**src/sv/lbb_pkg.sv**
```systemverilog
`timescale 1ns / 1ps

package lbb_pkg;

  localparam int LABEL_COUNT = 4096;
  localparam int COORD_BITS = 10;
  localparam int LABEL_BITS = 12;
  localparam int ADDR_BITS = $clog2(LABEL_COUNT);
  localparam int EPOCH_BITS = 8;
  localparam int CFG_IDX_BITS = 3;
  localparam int BOX_BITS = 6 * COORD_BITS;
  localparam int ENTRY_BITS = EPOCH_BITS + BOX_BITS;
  localparam int IN_TDATA_BITS = ((LABEL_BITS + 7) / 8) * 8;
  localparam int OUT_TDATA_BITS = ((BOX_BITS + 7) / 8) * 8;

  localparam logic CMD_VOXEL = 1'b0;
  localparam logic CMD_QUERY = 1'b1;

  typedef logic [COORD_BITS-1:0] coord_t;
  typedef logic [EPOCH_BITS-1:0] epoch_t;

  typedef enum logic [CFG_IDX_BITS-1:0] {
    CFG_X_START = 3'd0,
    CFG_X_END   = 3'd1,
    CFG_Y_START = 3'd2,
    CFG_Y_END   = 3'd3,
    CFG_Z_START = 3'd4,
    CFG_Z_END   = 3'd5
  } cfg_idx_t;

  // Declared high member first so that x_min lands in the lowest bits.
  typedef struct packed {
    coord_t z_max;
    coord_t z_min;
    coord_t y_max;
    coord_t y_min;
    coord_t x_max;
    coord_t x_min;
  } box_t;

  typedef struct packed {
    epoch_t tag;
    box_t   box;
  } entry_t;

  typedef struct packed {
    logic   at_start;
    coord_t x;
    coord_t y;
    coord_t z;
  } scan_pos_t;

endpackage

```
**src/sv/lbb_scan.sv**
```systemverilog
`timescale 1ns / 1ps

module lbb_scan (
  input  logic                                clk,
  input  logic                                rst,
  input  logic                                cfg_wen,
  input  logic [lbb_pkg::CFG_IDX_BITS-1:0]    cfg_index,
  input  logic [lbb_pkg::COORD_BITS-1:0]      cfg_wdata,
  input  logic                                advance,
  output lbb_pkg::scan_pos_t                  pos
);

  lbb_pkg::coord_t x_start, x_end, y_start, y_end, z_start, z_end;
  lbb_pkg::coord_t x_start_next, x_end_next, y_start_next, y_end_next;
  lbb_pkg::coord_t z_start_next, z_end_next;
  lbb_pkg::coord_t scan_x, scan_y, scan_z;
  lbb_pkg::coord_t scan_x_next, scan_y_next, scan_z_next;
  logic            cfg_hit;

  always_comb begin
    x_start_next = x_start;
    x_end_next   = x_end;
    y_start_next = y_start;
    y_end_next   = y_end;
    z_start_next = z_start;
    z_end_next   = z_end;
    cfg_hit      = 1'b0;
    if (cfg_wen) begin
      cfg_hit = 1'b1;
      case (lbb_pkg::cfg_idx_t'(cfg_index))
        lbb_pkg::CFG_X_START: x_start_next = cfg_wdata;
        lbb_pkg::CFG_X_END:   x_end_next   = cfg_wdata;
        lbb_pkg::CFG_Y_START: y_start_next = cfg_wdata;
        lbb_pkg::CFG_Y_END:   y_end_next   = cfg_wdata;
        lbb_pkg::CFG_Z_START: z_start_next = cfg_wdata;
        lbb_pkg::CFG_Z_END:   z_end_next   = cfg_wdata;
        default:              cfg_hit      = 1'b0;
      endcase
    end
  end

  // Each axis wraps to its start once it reaches or passes its end; the
  // wrap carries into the next slower axis.
  always_comb begin
    scan_x_next = scan_x;
    scan_y_next = scan_y;
    scan_z_next = scan_z;
    if (scan_x >= x_end) begin
      scan_x_next = x_start;
      if (scan_y >= y_end) begin
        scan_y_next = y_start;
        if (scan_z >= z_end) begin
          scan_z_next = z_start;
        end else begin
          scan_z_next = scan_z + 1'b1;
        end
      end else begin
        scan_y_next = scan_y + 1'b1;
      end
    end else begin
      scan_x_next = scan_x + 1'b1;
    end
  end

  always_ff @(posedge clk) begin
    if (rst) begin
      x_start <= '0;
      x_end   <= lbb_pkg::COORD_BITS'(1023);
      y_start <= '0;
      y_end   <= lbb_pkg::COORD_BITS'(1023);
      z_start <= '0;
      z_end   <= lbb_pkg::COORD_BITS'(1023);
      scan_x  <= '0;
      scan_y  <= '0;
      scan_z  <= '0;
    end else if (cfg_hit) begin
      x_start <= x_start_next;
      x_end   <= x_end_next;
      y_start <= y_start_next;
      y_end   <= y_end_next;
      z_start <= z_start_next;
      z_end   <= z_end_next;
      scan_x  <= x_start_next;
      scan_y  <= y_start_next;
      scan_z  <= z_start_next;
    end else if (advance) begin
      scan_x <= scan_x_next;
      scan_y <= scan_y_next;
      scan_z <= scan_z_next;
    end
  end

  assign pos.at_start = (scan_x == x_start) && (scan_y == y_start) && (scan_z == z_start);
  assign pos.x = scan_x;
  assign pos.y = scan_y;
  assign pos.z = scan_z;

endmodule

```
**config.mk**
```make
export PLATFORM = sky130hd
export DESIGN_NAME = lbb_scan
export DESIGN_NICKNAME = d
export VERILOG_FILES = /design/src/sv/lbb_pkg.sv /design/src/sv/lbb_scan.sv
export SDC_FILE = /design/constraint.sdc
export NUM_CORES = 1
export LEC_CHECK = 0
export CORE_ASPECT_RATIO = 1.4
export CORE_MARGIN = 8
export CORE_UTILIZATION = 50
export DETAILED_ROUTE_END_ITERATION = 7
export DONT_BUFFER_PORTS = 1
export GPL_TIMING_DRIVEN = 1
export PLACE_DENSITY = 0.75
export SYNTH_ARGS = -nofsm -noshare
export SYNTH_HDL_FRONTEND = slang
export SYNTH_SLANG_ARGS = --single-unit
export TNS_END_PERCENT = 50
```
**constraint.sdc**
```tcl
create_clock -name clk -period 2.58 [get_ports clk]
set_input_delay 0.387 -clock clk [delete_from_list [all_inputs] [get_ports clk]]
set_output_delay 0.387 -clock clk [all_outputs]
set_load 0.05 [all_outputs]
```
==> key figures <==
Layout
  – Share of cells above drive strength 1: 13.2%
  – # diodes: 0
  – Final net count: 721
  – Fillers: 892
  – Area of the multi-input gates: 3260 um^2
  – Commonest non-fill, non-tap cells in the layout: 87 x dfxtp_1, 83 x nand2_1, 48 x buf_4
  – FF+latch area: 1810 um^2
  – Layout area overhead: 15.1%
  – Commonest non-fill, non-tap cell in the layout: dfxtp_1

Setup path
  – Type of the worst setup path: flip-flop to output port
  – CP Cell Sequence: buf_4, xor2_1, nor4_1, nand4_1, nor4_2, buf_4
  – Slowest-stage cell, CP: nor4_1
  – CP max stage delay: 0.42 ns
  – Most frequent CP cell: buf_4
  – Number of buffers and inverters on the critical path: 2
  – Worst path top cell family by delay: simple AND/OR/NAND/NOR gates
  – WP data arrival: 2.15 ns
  – CP endpoint kind: output port
  – Critical path launch point type: flip-flop
  – Critical path data required time: 2.19 ns
  – Crit Path Max Fanout: 4

Placed design
  – Routability congestion estimate: 0.932
  – # port buffers: 0
  – Worst slack at placement: 0.0662 ns
  – Dpl hpwl: 12,100 um

Job
  – Maxcap violations: 0

Detailed routing
  – # DRC: 0
  – Vias/cell: 6.34
  – Via count: 5,161
  – Drt initial violations: 430
  – TritonRoute pass-1 iters: 5
  – Final ANT Viol Nets: 0
  – Wire per inst: 20.6 um
  – WL final: 16,700 um

Global route
  – First-pass GRT wire length: 25,900 um
  – Vias in the first global route: 4,903
  – Total gr overflow: 0
  – Largest net degree at the start of global routing: 59
  – Tot GR Track Use: 23.5%
  – Initial antenna violation count: 0

Synthesis
  – Mux cell area share after synthesis: 5.73%
  – Post-Synth Simple-Gate Area: 18.6%
  – Seq/Total Area, Yosys: 33.8%
  – Adder-Cell Fraction of Synth Area: 7.74%
  – Dominant synthesized flop cell: dfxtp_1
  – Unique masters post-synth: 61
  – EDFF count, synth: 0
  – Combinational family with the most area after synthesis: compound AO/OA/AOI/OAI gates
  – Synth warnings: 0
  – Synthesized Nets: 700
  – FF+latch count, synth: 90
  – Syn Inst Count: 650
  – Asr flop ratio synth: 0%
  – Mapped cell area: 5330 um^2
  – Synth Area in Compound Gates: 21.1%
  – Syn_area_per_cell: 8.20 um^2
  – Xor/xnor cell area share of the yosys netlist: 6.90%

Floorplanning
  – Height of the die: 138 um
  – Total core area: 10,400 um^2
  – Initial Util: 51.2%
  – Io pins: 48
  – Die width: 103 um
  – Num rows: 44
  – Die ar.: 14,300 um^2

Clock tree
  – PostCTS Resize Cnt: 0
  – Clk sinks: 90
  – H-Tree Depth: 3
  – Root buf cell: clkbuf_16
  – CTS Buffer Depth: 2
  – Hold_buf cts: 0
  – Worst skew pair latency: 0.36 ns
  – Post-CTS Setup Bufs: 0
  – CTS tree: built
  – Total CTS buffers: 9
  – Clock transition at the registers of the reported paths: 0.06 ns

Timing
  – Final slew viol count: 0
  – Setup ws final: 0.0467 ns
  – Hold Fails Final Rpt: 0
  – # setup viols final: 0
  – RSZ-0062 raised after global routing: false
  – Min cycle time layout: 2.53 ns
  – Worst-Margin Slew: 0.776 ns
  – Fin Setup TNS: 0 ns
  – Clock Skew: 0.0113 ns
  – Final period util: 98.2%
  – Slew HR: 47.8%
  – Fmax: 0.395 GHz

Power
  – Total power per unit cell area: 584 nW/um^2
  – VDD IR max: 0.321 mV
  – Leakage: 2.74 nW

Outcome
  – Status: finished, final reports clean

Hold path
  – Hold Crit Class: input port to flip-flop
## report_power, final
part           internal [W]  leakage [nW]  total, W  switching (W)
sequential          0.00144         0.735   0.00149      0.0000406
clock              0.000975         0.165   0.00155       0.000576
combinational      0.000188          1.84  0.000552       0.000364
total               0.00261          2.74   0.00359       0.000980
## cell usage after synthesis, drive strengths merged (5+ instances only)
cell    count  area share, %
a211oi     20            3.0
a21oi      35            3.4
a221oi      5           0.82
a31oi       8           0.94
buf         9           0.80
clkbuf     30            2.2
dfxtp      90             34
ha         33            7.7
inv        45            3.2
mux2i      26            4.9
nand2      83            5.8
nand2b      5           0.59
nand3      22            2.1
nand4      14            1.6
nor2       48            3.5
nor3       16            1.6
nor4        9            1.1
o211ai     30            4.2
o21ai      10            1.1
o221ai      6           0.99
o31ai       7            1.2
or3         5           0.59
xnor2      15            2.5
xor2       27            4.4
## worst reg2reg max path, delay by kind of cell, from the launching register on
family          cells  cell delay [ns]
flops               1             0.31
simple gates        3             1.00
compound gates      3             0.54
buf+inv             2             0.24
fa+ha+maj           1             0.30
## path summary, 6_finish.rpt
kind	from	slack, ns	endpoint	cells after the start
setup / recovery	scan_x[7]	0.05	pos[30]	6
hold / removal	rst	0.10	scan_y[8]	1
hold reg to reg	z_start[0]	0.48	z_start[0]	2
setup reg to reg	x_end[7]	0.09	scan_x[6]	9
## final cells by class
type                       instances  area share, %
multi-input combinational        476           53.1
inverter                          45           2.75
sequential                        90           29.4
timing repair buffer              49           6.20
tap                              138           2.81
clock inverter                     6           1.86
clock buffer                      10           3.89
## cell families (layout without fill, tap and decap cells)
kind of cell / Yosys count / in the layout
and+or+nand+nor: 216 / 216
AOI/OAI and AO/OA: 155 / 155
DFF: 90 / 90
buffers and inverters: 84 / 110
xor gates and xnor gates: 42 / 42
adders and majority gates: 33 / 33
muxes: 30 / 30
## flip-flops by register name, indices dropped and copies added, names as in the netlist
signal and count:
scan_y 10, z_end 10, y_start 10, x_end 10, z_start 10, scan_z 10, y_end 10, scan_x 10
x_start 10
## metal layers
metal	part of all wire (%)	GRT usage (%)	up-vias
li1	-	-	2391
met1	38	27.2	2489
met2	49	37.1	210
met3	7.2	4.87	71
met4	5.6	17.1	0
met5	0	0	-
## through the flow
step / instances / util [%] / area [um^2] / total power (W) / hold WS (ns)
global placement: 798 / 55.2 / 5740 / 0.00204 / 0.458
global route: 814 / 59.0 / 6140 / 0.00369 / 0.0998
detailed placement: 798 / 55.2 / 5740 / 0.00205 / 0.471
finish: 814 / 59.0 / 6140 / 0.00359 / 0.104
floorplan: 650 / - / 5340 / 0.00191 / 0.456
CTS: 814 / 58.6 / 6090 / 0.00359 / 0.100
Note: power is estimated with default switching activity, not from simulation.
